$ cat config.mk
export PLATFORM = sky130hd
export DESIGN_NAME = running_stats_table
export DESIGN_NICKNAME = d
export VERILOG_FILES = /design/src/rtl/rstat_pkg.sv /design/src/rtl/running_stats_table.sv /design/src/rtl/rstat_iter_unit.sv
export SDC_FILE = /design/constraint.sdc
export NUM_CORES = 2
export LEC_CHECK = 0
export BUFFER_PORTS_ARGS = -buffer_cell sky130_fd_sc_hd__buf_2
export CORE_MARGIN = 2
export CORE_UTILIZATION = 25
export CTS_CLUSTER_SIZE = 20
export DETAILED_ROUTE_END_ITERATION = 8
export PLACE_DENSITY_LB_ADDON = 0.25
export SETUP_SLACK_MARGIN = 0.4
export SLEW_MARGIN = 20
export SYNTH_ARGS = -nofsm -noshare
export SYNTH_HDL_FRONTEND = slang
export SYNTH_SLANG_ARGS = --single-unit
$ cat constraint.sdc
create_clock -name clk -period 12.9 [get_ports clk]
set_input_delay 1.29 -clock clk [delete_from_list [all_inputs] [get_ports clk]]
set_output_delay 1.29 -clock clk [all_outputs]
set_load 0.01 [all_outputs]
$ cat src/rtl/rstat_pkg.sv
package rstat_pkg;

  localparam int CHANNELS    = 16;
  localparam int CH_BITS     = (CHANNELS > 1) ? $clog2(CHANNELS) : 1;
  localparam int SAMPLE_BITS = 24;

  localparam logic [23:0] SAMPLE_MASK = 24'((64'd1 << SAMPLE_BITS) - 64'd1);
  localparam logic [15:0] COUNT_FULL  = 16'hFFFF;
  localparam logic [47:0] MASK48      = 48'hFFFF_FFFF_FFFF;
  localparam logic [39:0] MASK40      = 40'hFF_FFFF_FFFF;

  // operation codes; any other code only reads
  localparam logic [1:0] OP_ADD   = 2'd0;
  localparam logic [1:0] OP_CLEAR = 2'd1;
  localparam logic [1:0] OP_READ  = 2'd2;

  // step counts of the iterative unit
  localparam logic [6:0] Q_STEPS   = 7'd41;
  localparam logic [6:0] VAR_STEPS = 7'd64;
  localparam logic [6:0] MUL_STEPS = 7'd40;

  typedef enum logic {
    UNIT_MUL,
    UNIT_DIV
  } unit_mode_t;

  typedef struct packed {
    logic       start;
    unit_mode_t mode;
    logic [6:0] steps;
  } unit_ctl_t;

  typedef struct packed {
    logic [1:0]  operation;
    logic [3:0]  channel;
    logic [23:0] sample;
  } in_item_t;

  typedef struct packed {
    logic [15:0] sample_count;
    logic [39:0] mean_value;
    logic [47:0] variance_value;
    logic [23:0] min_sample;
    logic [23:0] max_sample;
    logic [39:0] total_value;
    logic        sample_dropped;
  } out_item_t;

endpackage

$ cat src/rtl/running_stats_table.sv
// Per-channel running statistics table (Welford update in fixed point).
// Input channel in_valid/in_stall/in_data carries one transaction: an
// operation (add sample, clear, read; unknown codes read), a channel and a
// sample. Each transaction returns exactly one result on out_valid/out_stall/
// out_data: count, Q.16 mean, Q.4 sample variance, min, max, rounded total
// and a flag for an add dropped at full count.
// One item is handled at a time; in_stall is high from the cycle after
// acceptance until the result has moved into the output register.
// All multiplies and divides run on one shared bit-serial unit, one bit per
// cycle. An add that is not dropped runs a 41-step divide for the mean step
// and a 40-step multiply for M2; every transaction then runs a 64-step divide
// for the variance when the count is two or more, and a 40-step multiply for
// the total. No new transaction is taken until the last result has moved
// into the output register. The output register parts the sides: the next
// item is accepted while a result waits under out_stall; a finished result
// then waits for the slot.
// Reset clears every channel at once through per-channel valid bits.
module running_stats_table (
  input  logic                 clk,
  input  logic                 rst_n,
  input  logic                 in_valid,
  output logic                 in_stall,
  input  rstat_pkg::in_item_t  in_data,
  output logic                 out_valid,
  input  logic                 out_stall,
  output rstat_pkg::out_item_t out_data
);

  localparam int CB = rstat_pkg::CH_BITS;

  typedef enum logic [3:0] {
    S_IDLE,
    S_FETCH,
    S_DIV_Q,
    S_MUL_M2,
    S_WRITE,
    S_VAR,
    S_DIV_V,
    S_TOT,
    S_MUL_T,
    S_DONE
  } state_t;

  state_t state_r;

  logic [15:0] count_store  [rstat_pkg::CHANNELS];
  logic [39:0] mean_store   [rstat_pkg::CHANNELS];
  logic [63:0] spread_store [rstat_pkg::CHANNELS];
  logic [23:0] min_store    [rstat_pkg::CHANNELS];
  logic [23:0] max_store    [rstat_pkg::CHANNELS];
  logic [rstat_pkg::CHANNELS-1:0] valid_r;

  logic [1:0]  op_r;
  logic [CB-1:0] idx_r;
  logic [23:0] sample_r;

  logic [15:0] n_r;
  logic [39:0] mean_r;
  logic [63:0] m2_r;
  logic [23:0] min_r, max_r;
  logic        up_r;
  logic [39:0] mag_r;
  logic        dropped_r;
  logic [47:0] var_r;
  logic [39:0] tot_r;

  logic                 out_valid_r;
  rstat_pkg::out_item_t out_data_r;

  rstat_pkg::unit_ctl_t u_ctl;
  logic [63:0]          u_opa;
  logic [39:0]          u_opb;
  logic                 u_done;
  logic [63:0]          u_acc;
  logic [40:0]          u_hi;

  rstat_iter_unit u_unit (
    .clk   (clk),
    .rst_n (rst_n),
    .ctl   (u_ctl),
    .opa   (u_opa),
    .opb   (u_opb),
    .done  (u_done),
    .acc_o (u_acc),
    .hi_o  (u_hi)
  );

  // entry read, empty values where the channel was never written or cleared
  logic [CB-1:0] in_idx;
  logic        rd_ok;
  logic [15:0] ent_n;
  logic [39:0] ent_mean;
  logic [63:0] ent_m2;
  logic [23:0] ent_min, ent_max;
  logic        add_ok;
  logic [15:0] n_inc;
  logic [39:0] xq;
  logic        up_w;
  logic [39:0] mag_w;
  logic [40:0] dvd_q;
  logic [39:0] q_w;
  logic [79:0] prod_w;
  logic [79:0] m2_rnd;
  logic [64:0] m2_sum;
  logic [15:0] d_w;
  logic        var_up;
  logic [64:0] var_sum;
  logic [79:0] tot_rnd;
  logic        accept;
  logic        out_free;

  always_comb begin
    in_idx   = CB'(in_data.channel);
    rd_ok    = valid_r[idx_r] && (op_r != rstat_pkg::OP_CLEAR);
    ent_n    = rd_ok ? n_r    : 16'd0;
    ent_mean = rd_ok ? mean_r : 40'd0;
    ent_m2   = rd_ok ? m2_r   : 64'd0;
    ent_min  = rd_ok ? min_r  : rstat_pkg::SAMPLE_MASK;
    ent_max  = rd_ok ? max_r  : 24'd0;
    add_ok   = (op_r == rstat_pkg::OP_ADD) && (ent_n != rstat_pkg::COUNT_FULL);
    n_inc    = ent_n + 16'd1;
    xq       = {sample_r, 16'd0};
    up_w     = xq >= ent_mean;
    mag_w    = up_w ? (xq - ent_mean) : (ent_mean - xq);
    dvd_q    = {1'b0, mag_w} + {25'd0, (n_inc >> 1)};
    q_w      = u_acc[39:0];
    prod_w   = {u_hi[39:0], u_acc[39:0]};
    m2_rnd   = prod_w + (80'd1 << 27);
    m2_sum   = {1'b0, m2_r} + {13'd0, m2_rnd[79:28]};
    d_w      = n_r - 16'd1;
    var_up   = {u_hi[15:0], 1'b0} >= {1'b0, d_w};
    var_sum  = {1'b0, u_acc} + {64'd0, var_up};
    tot_rnd  = prod_w + (80'd1 << 15);
    accept   = in_valid && (state_r == S_IDLE);
    out_free = !out_valid_r || !out_stall;
  end

  // drive the shared unit
  always_comb begin
    u_ctl.start = 1'b0;
    u_ctl.mode  = rstat_pkg::UNIT_MUL;
    u_ctl.steps = rstat_pkg::MUL_STEPS;
    u_opa       = '0;
    u_opb       = '0;
    case (state_r)
      S_FETCH: begin
        if (add_ok) begin
          u_ctl.start = 1'b1;
          u_ctl.mode  = rstat_pkg::UNIT_DIV;
          u_ctl.steps = rstat_pkg::Q_STEPS;
          u_opa       = {dvd_q, 23'd0};
          u_opb       = {24'd0, n_inc};
        end
      end
      S_DIV_Q: begin
        if (u_done) begin
          u_ctl.start = 1'b1;
          u_opa       = {24'd0, mag_r};
          u_opb       = mag_r - q_w;
        end
      end
      S_VAR: begin
        if (n_r >= 16'd2) begin
          u_ctl.start = 1'b1;
          u_ctl.mode  = rstat_pkg::UNIT_DIV;
          u_ctl.steps = rstat_pkg::VAR_STEPS;
          u_opa       = m2_r;
          u_opb       = {24'd0, d_w};
        end
      end
      S_TOT: begin
        u_ctl.start = 1'b1;
        u_opa       = {24'd0, mean_r};
        u_opb       = {24'd0, n_r};
      end
      default: ;
    endcase
  end

  always_ff @(posedge clk) begin
    if (state_r == S_WRITE) begin
      count_store[idx_r]  <= n_r;
      mean_store[idx_r]   <= mean_r;
      spread_store[idx_r] <= m2_r;
      min_store[idx_r]    <= min_r;
      max_store[idx_r]    <= max_r;
    end
  end

  always_ff @(posedge clk) begin
    if (!rst_n) begin
      state_r     <= S_IDLE;
      valid_r     <= '0;
      out_valid_r <= 1'b0;
    end else begin
      if (state_r == S_DONE && out_free) begin
        out_valid_r <= 1'b1;
      end else if (!out_stall) begin
        out_valid_r <= 1'b0;
      end
      case (state_r)
        S_IDLE: begin
          if (accept) begin
            // a channel beyond the table is handled as a read and writes nothing
            if (32'(in_data.channel) < 32'(rstat_pkg::CHANNELS)) begin
              op_r <= in_data.operation;
            end else begin
              op_r <= rstat_pkg::OP_READ;
            end
            idx_r    <= in_idx;
            sample_r <= in_data.sample & rstat_pkg::SAMPLE_MASK;
            n_r      <= count_store[in_idx];
            mean_r   <= mean_store[in_idx];
            m2_r     <= spread_store[in_idx];
            min_r    <= min_store[in_idx];
            max_r    <= max_store[in_idx];
            state_r  <= S_FETCH;
          end
        end
        S_FETCH: begin
          dropped_r <= (op_r == rstat_pkg::OP_ADD) && !add_ok;
          n_r       <= add_ok ? n_inc : ent_n;
          mean_r    <= ent_mean;
          m2_r      <= ent_m2;
          min_r     <= (add_ok && (sample_r < ent_min)) ? sample_r : ent_min;
          max_r     <= (add_ok && (sample_r > ent_max)) ? sample_r : ent_max;
          up_r      <= up_w;
          mag_r     <= mag_w;
          state_r   <= add_ok ? S_DIV_Q : S_VAR;
          if (op_r == rstat_pkg::OP_CLEAR) begin
            valid_r[idx_r] <= 1'b0;
          end
        end
        S_DIV_Q: begin
          if (u_done) begin
            // step the mean toward the sample by the rounded quotient
            mean_r  <= up_r ? (mean_r + q_w) : (mean_r - q_w);
            state_r <= S_MUL_M2;
          end
        end
        S_MUL_M2: begin
          if (u_done) begin
            m2_r    <= m2_sum[64] ? 64'hFFFF_FFFF_FFFF_FFFF : m2_sum[63:0];
            state_r <= S_WRITE;
          end
        end
        S_WRITE: begin
          valid_r[idx_r] <= 1'b1;
          state_r        <= S_VAR;
        end
        S_VAR: begin
          var_r <= 48'd0;
          if (n_r >= 16'd2) begin
            state_r <= S_DIV_V;
          end else begin
            state_r <= S_TOT;
          end
        end
        S_DIV_V: begin
          if (u_done) begin
            // round halves up, then clamp to the field
            if (var_sum > {17'd0, rstat_pkg::MASK48}) begin
              var_r <= rstat_pkg::MASK48;
            end else begin
              var_r <= var_sum[47:0];
            end
            state_r <= S_TOT;
          end
        end
        S_TOT: begin
          state_r <= S_MUL_T;
        end
        S_MUL_T: begin
          if (u_done) begin
            if (tot_rnd[79:16] > {24'd0, rstat_pkg::MASK40}) begin
              tot_r <= rstat_pkg::MASK40;
            end else begin
              tot_r <= tot_rnd[55:16];
            end
            state_r <= S_DONE;
          end
        end
        S_DONE: begin
          if (out_free) begin
            out_data_r.sample_count    <= n_r;
            out_data_r.mean_value      <= mean_r;
            out_data_r.variance_value  <= var_r;
            out_data_r.min_sample      <= min_r;
            out_data_r.max_sample      <= max_r;
            out_data_r.total_value     <= tot_r;
            out_data_r.sample_dropped  <= dropped_r;
            state_r                    <= S_IDLE;
          end
        end
        default: begin
          state_r <= S_IDLE;
        end
      endcase
    end
  end

  assign in_stall  = (state_r != S_IDLE);
  assign out_valid = out_valid_r;
  assign out_data  = out_data_r;

endmodule

$ cat src/rtl/rstat_iter_unit.sv
// Bit-serial multiply / restoring divide unit.
// Divide: opa is the dividend, MSB first from bit 63; opb[15:0] is the divisor.
//   After N steps acc_o[N-1:0] is the quotient, hi_o[15:0] the remainder.
// Multiply: opa[39:0] is the multiplier, opb the multiplicand.
//   After 40 steps {hi_o[39:0], acc_o[39:0]} is the product.
module rstat_iter_unit (
  input  logic                 clk,
  input  logic                 rst_n,
  input  rstat_pkg::unit_ctl_t ctl,
  input  logic [63:0]          opa,
  input  logic [39:0]          opb,
  output logic                 done,
  output logic [63:0]          acc_o,
  output logic [40:0]          hi_o
);

  logic                    busy_r;
  logic                    done_r;
  logic [6:0]              cnt_r;
  rstat_pkg::unit_mode_t   mode_r;
  logic [63:0]             acc_r, acc_nxt;
  logic [40:0]             hi_r, hi_nxt;
  logic [39:0]             b_r;

  logic [16:0] rem_sh;
  logic [16:0] diff;
  logic        ge;
  logic [40:0] sum;

  always_comb begin
    rem_sh  = {hi_r[15:0], acc_r[63]};
    diff    = rem_sh - {1'b0, b_r[15:0]};
    ge      = rem_sh >= {1'b0, b_r[15:0]};
    sum     = hi_r + {1'b0, (acc_r[0] ? b_r : 40'd0)};
    acc_nxt = acc_r;
    hi_nxt  = hi_r;
    if (mode_r == rstat_pkg::UNIT_DIV) begin
      hi_nxt  = {25'd0, (ge ? diff[15:0] : rem_sh[15:0])};
      acc_nxt = {acc_r[62:0], ge};
    end else begin
      // add then shift the double-width product right
      hi_nxt  = {1'b0, sum[40:1]};
      acc_nxt = {acc_r[63:40], sum[0], acc_r[39:1]};
    end
  end

  always_ff @(posedge clk) begin
    if (!rst_n) begin
      busy_r <= 1'b0;
      done_r <= 1'b0;
      cnt_r  <= '0;
    end else begin
      done_r <= 1'b0;
      if (ctl.start) begin
        busy_r <= 1'b1;
        cnt_r  <= ctl.steps;
      end else if (busy_r) begin
        cnt_r <= cnt_r - 7'd1;
        if (cnt_r == 7'd1) begin
          busy_r <= 1'b0;
          done_r <= 1'b1;
        end
      end
    end
  end

  always_ff @(posedge clk) begin
    if (ctl.start) begin
      acc_r  <= opa;
      hi_r   <= '0;
      b_r    <= opb;
      mode_r <= ctl.mode;
    end else if (busy_r) begin
      acc_r <= acc_nxt;
      hi_r  <= hi_nxt;
    end
  end

  assign done  = done_r;
  assign acc_o = acc_r;
  assign hi_o  = hi_r;

endmodule

# Word level (Yosys, flattened, before mapping)
# Memory sizes are Yosys's and may differ from the RTL's.
# Index checks and enable logic that the tools add are counted.
# totals
out_inout_bits,195
register_bits,696
memories,5
wordCells,192
input_bits,34
mem_bits_rw,2688
# op_classes
addsub,15
n_mux,70
bitwise_logic,5
n_lt_le_gt_ge,10
n_eq_ne,22
n_reduce_logical,34
# mem_list
name,depth,width,rd,rd_clocked_by_memory_dff,wr,line,rtl
spread_store,16,64,1,0,1,running_stats_table.sv:48,logic [63:0] spread_store [rstat_pkg::CHANNELS];
mean_store,16,40,1,0,1,running_stats_table.sv:47,logic [39:0] mean_store [rstat_pkg::CHANNELS];
max_store,16,24,1,0,1,running_stats_table.sv:50,logic [23:0] max_store [rstat_pkg::CHANNELS];
min_store,16,24,1,0,1,running_stats_table.sv:49,logic [23:0] min_store [rstat_pkg::CHANNELS];
count_store,16,16,1,0,1,running_stats_table.sv:46,logic [15:0] count_store [rstat_pkg::CHANNELS];
# ops
op,n
64-bit 2-to-1 mux,9
40-bit 2-to-1 mux,9
64-bit case mux with 4 select lines,1
64-bit case mux with 3 select lines,1
40-bit case mux with 4 select lines,1
40-bit subtractor,4
24-bit 2-to-1 mux,6
40-bit case mux with 3 select lines,1
16-bit 2-to-1 mux,7
48-bit 2-to-1 mux,2
24-bit case mux with 2 select lines,2
48-bit case mux with 2 select lines,1
"80-bit by 16-bit adder with 80-bit output, second input constant",1
"80-bit by 28-bit adder with 80-bit output, second input constant",1
64-bit by 1-bit adder with 65-bit output,1
64-bit by 52-bit adder with 65-bit output,1
"65-bit by 48-bit > comparator with 1-bit output, second input constant",1
"64-bit by 40-bit > comparator with 1-bit output, second input constant",1
16-bit case mux with 2 select lines,2
40-bit by 15-bit adder with 41-bit output,1
40-bit by 40-bit adder with 41-bit output,1
40-bit adder,1
40-bit greater-or-equal comparator,1
4-bit case mux with 10 select lines,1
other kinds (46),99

# Logic depth before layout (Yosys ltp)
# logic_depth
ltp_word,10
depth_mapped,40
mapped_depth_nobuf,31

# Hierarchy
# A second synthesis with hierarchy kept.
# unflattened
hier_cells,8844
hier_area_um2,149168.1
# modules_own_cells
mod,n_inst,area_each_um2,cells_each,seq_area_each_um2
running_stats_table,1,139492.5,7842,96782.8
rstat_iter_unit,1,9675.5,1002,4134.0

# Worst setup path after synthesis
# No wires, ideal clock.
# synth_timing
path_type,input to register
start,input port rst_n
end,"register out_data_r (netlist bit out_data[0]), enable pin"
t_arrival_ns,9.633
path_slack_ns,2.518
setup_time_ns,0.749
n_path_buf,1
stages,3
cell_sequence,clkbuf_1 > nand2_1 > nor2_1
# synth_via
elab_chain_cells,1
# synth_lines
item,line,rtl
from (decl),running_stats_table.sv:20,"input logic rst_n,"
3-bit AND reduction (no line),n/a,
to (decl),running_stats_table.sv:68,rstat_pkg::out_item_t out_data_r;
# No other way between the ends.
# A chain may end at the register's enable or synchronous reset.

# Final worst setup path
# layout_timing
start,register idx_r[3]
end,register u_unit.acc_r[55] (netlist: u_unit.acc_o[55]) (data pin)
# layout_via
elab_chain_cells,10
# layout_lines
item,line,rtl
from (decl),running_stats_table.sv:54,logic [CB-1:0] idx_r;
from (signal assigned),running_stats_table.sv:210,idx_r <= in_idx;
1-bit binary-select mux with 4-bit select (*),running_stats_table.sv:114,rd_ok = valid_r[idx_r] && (op_r != rstat_pkg::OP_CLEAR);
1-bit 2-to-1 mux (not written as such) (*),running_stats_table.sv:114,
1-bit logical AND (*),running_stats_table.sv:114,
40-bit 2-to-1 mux,running_stats_table.sv:116,ent_mean = rd_ok ? mean_r : 40'd0;
40-bit subtractor / 40-bit greater-or-equal comparator (equally long branches),"running_stats_table.sv:124, running_stats_table.sv:123",
40-bit 2-to-1 mux,running_stats_table.sv:124,mag_w = up_w ? (xq - ent_mean) : (ent_mean - xq);
40-bit by 15-bit adder with 41-bit output,running_stats_table.sv:125,"dvd_q = {1'b0, mag_w} + {25'd0, (n_inc >> 1)};"
64-bit 2-to-1 mux,running_stats_table.sv:147,if (add_ok) begin
64-bit case mux with 4 select lines,running_stats_table.sv:145,case (state_r)
64-bit 2-to-1 mux (*),rstat_iter_unit.sv:68,if (ctl.start) begin
to (signal assigned),rstat_iter_unit.sv:69,acc_r <= opa;
to (signal assigned),rstat_iter_unit.sv:74,acc_r <= acc_nxt;
to (decl),rstat_iter_unit.sv:21,"logic [63:0] acc_r, acc_nxt;"
# Every way passes the cells marked *; elsewhere a longest branch is shown, timed or not. The select of a mux whose other input is x is not followed.

==> reports/metrics.csv <==
metric,value,unit
powerDensity,167,nW/µm²
drt_iter0_drc,9290,
yosys_warnings,0,
maxCapViolCount,0,
firstDrtPassIters,8,
synth_area_leaders,"edfxtp_1, mux4_2, ha_1, xnor2_1, nand2_1",
max_slew_margin,13.2,%
hold_viol,0,
synth_edf_count,3314,
cp_common_cell,o21ai_0,
totalWireLength,507000,µm
cts_sinks,3384,
synth_ff_type,edfxtp_1,
worstHoldPathCells,0,
grt_pass1_vias,87102,
core_area,593000,µm²
fin_crit_sh,71.5,%
core.rowCount,283,
power.switching,8.35,mW
ir_drop,0.114,mV
rsz0062_at_grt,false,
stdcell_count,17383,
power.total,28.8,mW
hold_end,out_data[106],
critPathLaunchType,register,
die_h,775,µm
intPower,20.4,mW
cts_made_buffers,376,
holdWs,417,ps
reg2reg_slack,3680,ps
crit_fanout,36,
timing.rr.start,idx_r[3],
antenna_found_initial,37,
drive_gt1_share,21.0,%
port_buffers,228,
start_util,25.1,%
vias,86327,
fin_skew,94.7,ps
clk_latency,970,ps
ctsHtreeMaxLevel,5,
ys_seq_elements,3384,
yosysMostFrequentCell,edfxtp_1,
hpwl,321000,µm
synth_area,149000,µm²
drtAntennaViolNets,0,
clkPwrFrac,37.0,%
grt_max_degree,128,
root_buffer,clkbuf_16,
yosysTopAreaCell,edfxtp_1,
status,completed,
fin_ws,3680,ps
synth-seq-area-share,67.9,%
dieArea,601000,µm²
place_ws,3830,ps
finalSetupTns,0,ps
ys_types,103,
synth_common_cells,"edfxtp_1, mux4_2, nand2_1",
routabilityCongestion,0.897,
fmax,108,MHz
hp-start,var_r[17],
grt_use_total,16.4,%
synth_fp_nets,9168,
r2r_end,u_unit.acc_o[55],
gr-total-overflow,0,
combPwrFrac,16.7,%
area_delta_synth_final,16.2,%
dp.cells,16684,
hp-class,register to register,
worst_slew_pin_slew,1300,ps
p_sw_share,29.0,%
cts_tree,yes,
cts_buffer_depth,4,
critPathCaptureType,register,
clk_pin_slew,60,ps
slowest_stage,nand2_2,
avgSynthCellArea,16.9,µm²
wire_per_inst,29.2,µm
post-route-drc-count,0,
slew_violations,0,
yosys.area.top_type_share,67.0,%
vias_per_cell,4.97,
setup_viol,0,
cts_hold_buffers,0,
min_period,9220,ps
rr_worst_depth,30,
sequentialPowerShare,46.3,%
synthArstFlopShare,0,%
die_w,775,µm
grt_first_pass_wirelength,705000,µm
worst-setup-path-type,register to register,
required,13600,ps
cp.arrival,9920,ps
postSynthCellCount,8804,
post_cts_buffers,0,
ios,229,
critPathMaxStageDelay,790,ps
nets,9592,
cts_repair_resize_count,0,
p_leak,56.2,nW
==> through the flow <==
step	area (µm²)	utilization, %
2_1_floorplan	149000	-
3_3_place_gp	160000	27.0
3_5_place_dp	160000	27.0
4_1_cts	173000	29.1
5_1_grt	173000	29.1
6_report	173000	29.1
==> worst max path at each step <==
| stage | cells past startpoint | from | slack, ps | endpoint |
|---|---|---|---|---|
| final | 30 | idx_r[3] | 3680 | u_unit.acc_o[55] |
| after floorplan | 3 | rst_n | 2520 | out_data[0] |
| after CTS | 30 | idx_r[3] | 3800 | u_unit.acc_o[55] |
| after global placement | 31 | idx_r[3] | 3800 | u_unit.acc_o[55] |
| after detailed placement | 30 | idx_r[3] | 3830 | u_unit.acc_o[55] |
| after global routing | 30 | idx_r[3] | 3000 | u_unit.acc_o[55] |
==> placed cells by master (no fill, tap or decap), drive strengths merged, types with 21 or more instances in the layout <==
master and count:
o311ai 25, a31oi 51, clkbuf 445, clkinv 196
ha 323, xnor2 304, a22oi 55, nor3 90
xor2 150, nor4 45, mux4 838, dfxtp 70
a21oi 324, o21a 80, a21o 137, nor2 373
nand2b 48, a222oi 42, nand4 82, nor2b 55
and3 61, mux2 34, bufinv 31, and2 65
nand2 596, inv 182, mux2i 75, buf 498
a211oi 45, edfxtp 3314, a22o 23, or3 21
nand3 134, o21bai 38, o21ai 368, o211ai 37
o221ai 25
==> power groups by stage <==
stage	Sequential (mW)	Combinational (mW)	Clock, mW
4_1_cts	13.3	4.76	10.9
5_1_grt	13.4	5.15	11.3
6_report	13.3	4.80	10.7
3_3_place_gp	13.5	4.71	0
2_1_floorplan	13.3	2.95	0
3_5_place_dp	13.6	4.73	0
==> layout make-up <==
cell class	count	area, µm²
Clock buffer	445	9770
Antenna cell	12	30.0
Fill cell	58543	420000
Tap cell	7837	9810
Clock inverter	239	2380
Inverter	184	692
Sequential cell	3384	101000
Multi-Input combinational cell	4784	45500
Timing Repair Buffer	498	3510
==> state kept, by name, summed over array words and instances, names as in the netlist, 48 cells and up, named ones only <==
name	cells
count_store	256
m2_r	64
var_r	48
min_store	384
max_store	384
u_unit.acc_o	64
spread_store	1024
out_data	193
mean_store	640
==> kinds of logic after synthesis <==
kind of cell / share of synthesized area (%)
flops: 67.9
mux: 13.5
xor+xnor: 2.70
buf+inv: 1.68
compound gates: 6.22
fa+ha+maj: 2.82
simple gates: 5.20
==> critical path: cells and delay by family, from the launching register on <==
| kind | cells | cell delay (ps) |
|---|---|---|
| AO/OA/AOI/OAI | 12 | 3390 |
| adder cells (fa/ha/maj) | 2 | 740 |
| buffers and inverters | 2 | 580 |
| flip-flops | 1 | 600 |
| multiplexers | 2 | 430 |
| AND/OR/NAND/NOR | 12 | 3220 |
==> metal layers <==
metal | routed length (µm) | up-vias | global-route usage, %
li1 | - | 36271 | -
met5 | 0 | - | 0
met3 | 30800 | 547 | 2.28
met1 | 225000 | 46387 | 23.1
met4 | 12200 | 0 | 3.66
met2 | 240000 | 3122 | 26.8
No activity file was read; power rests on OpenSTA's default activity.
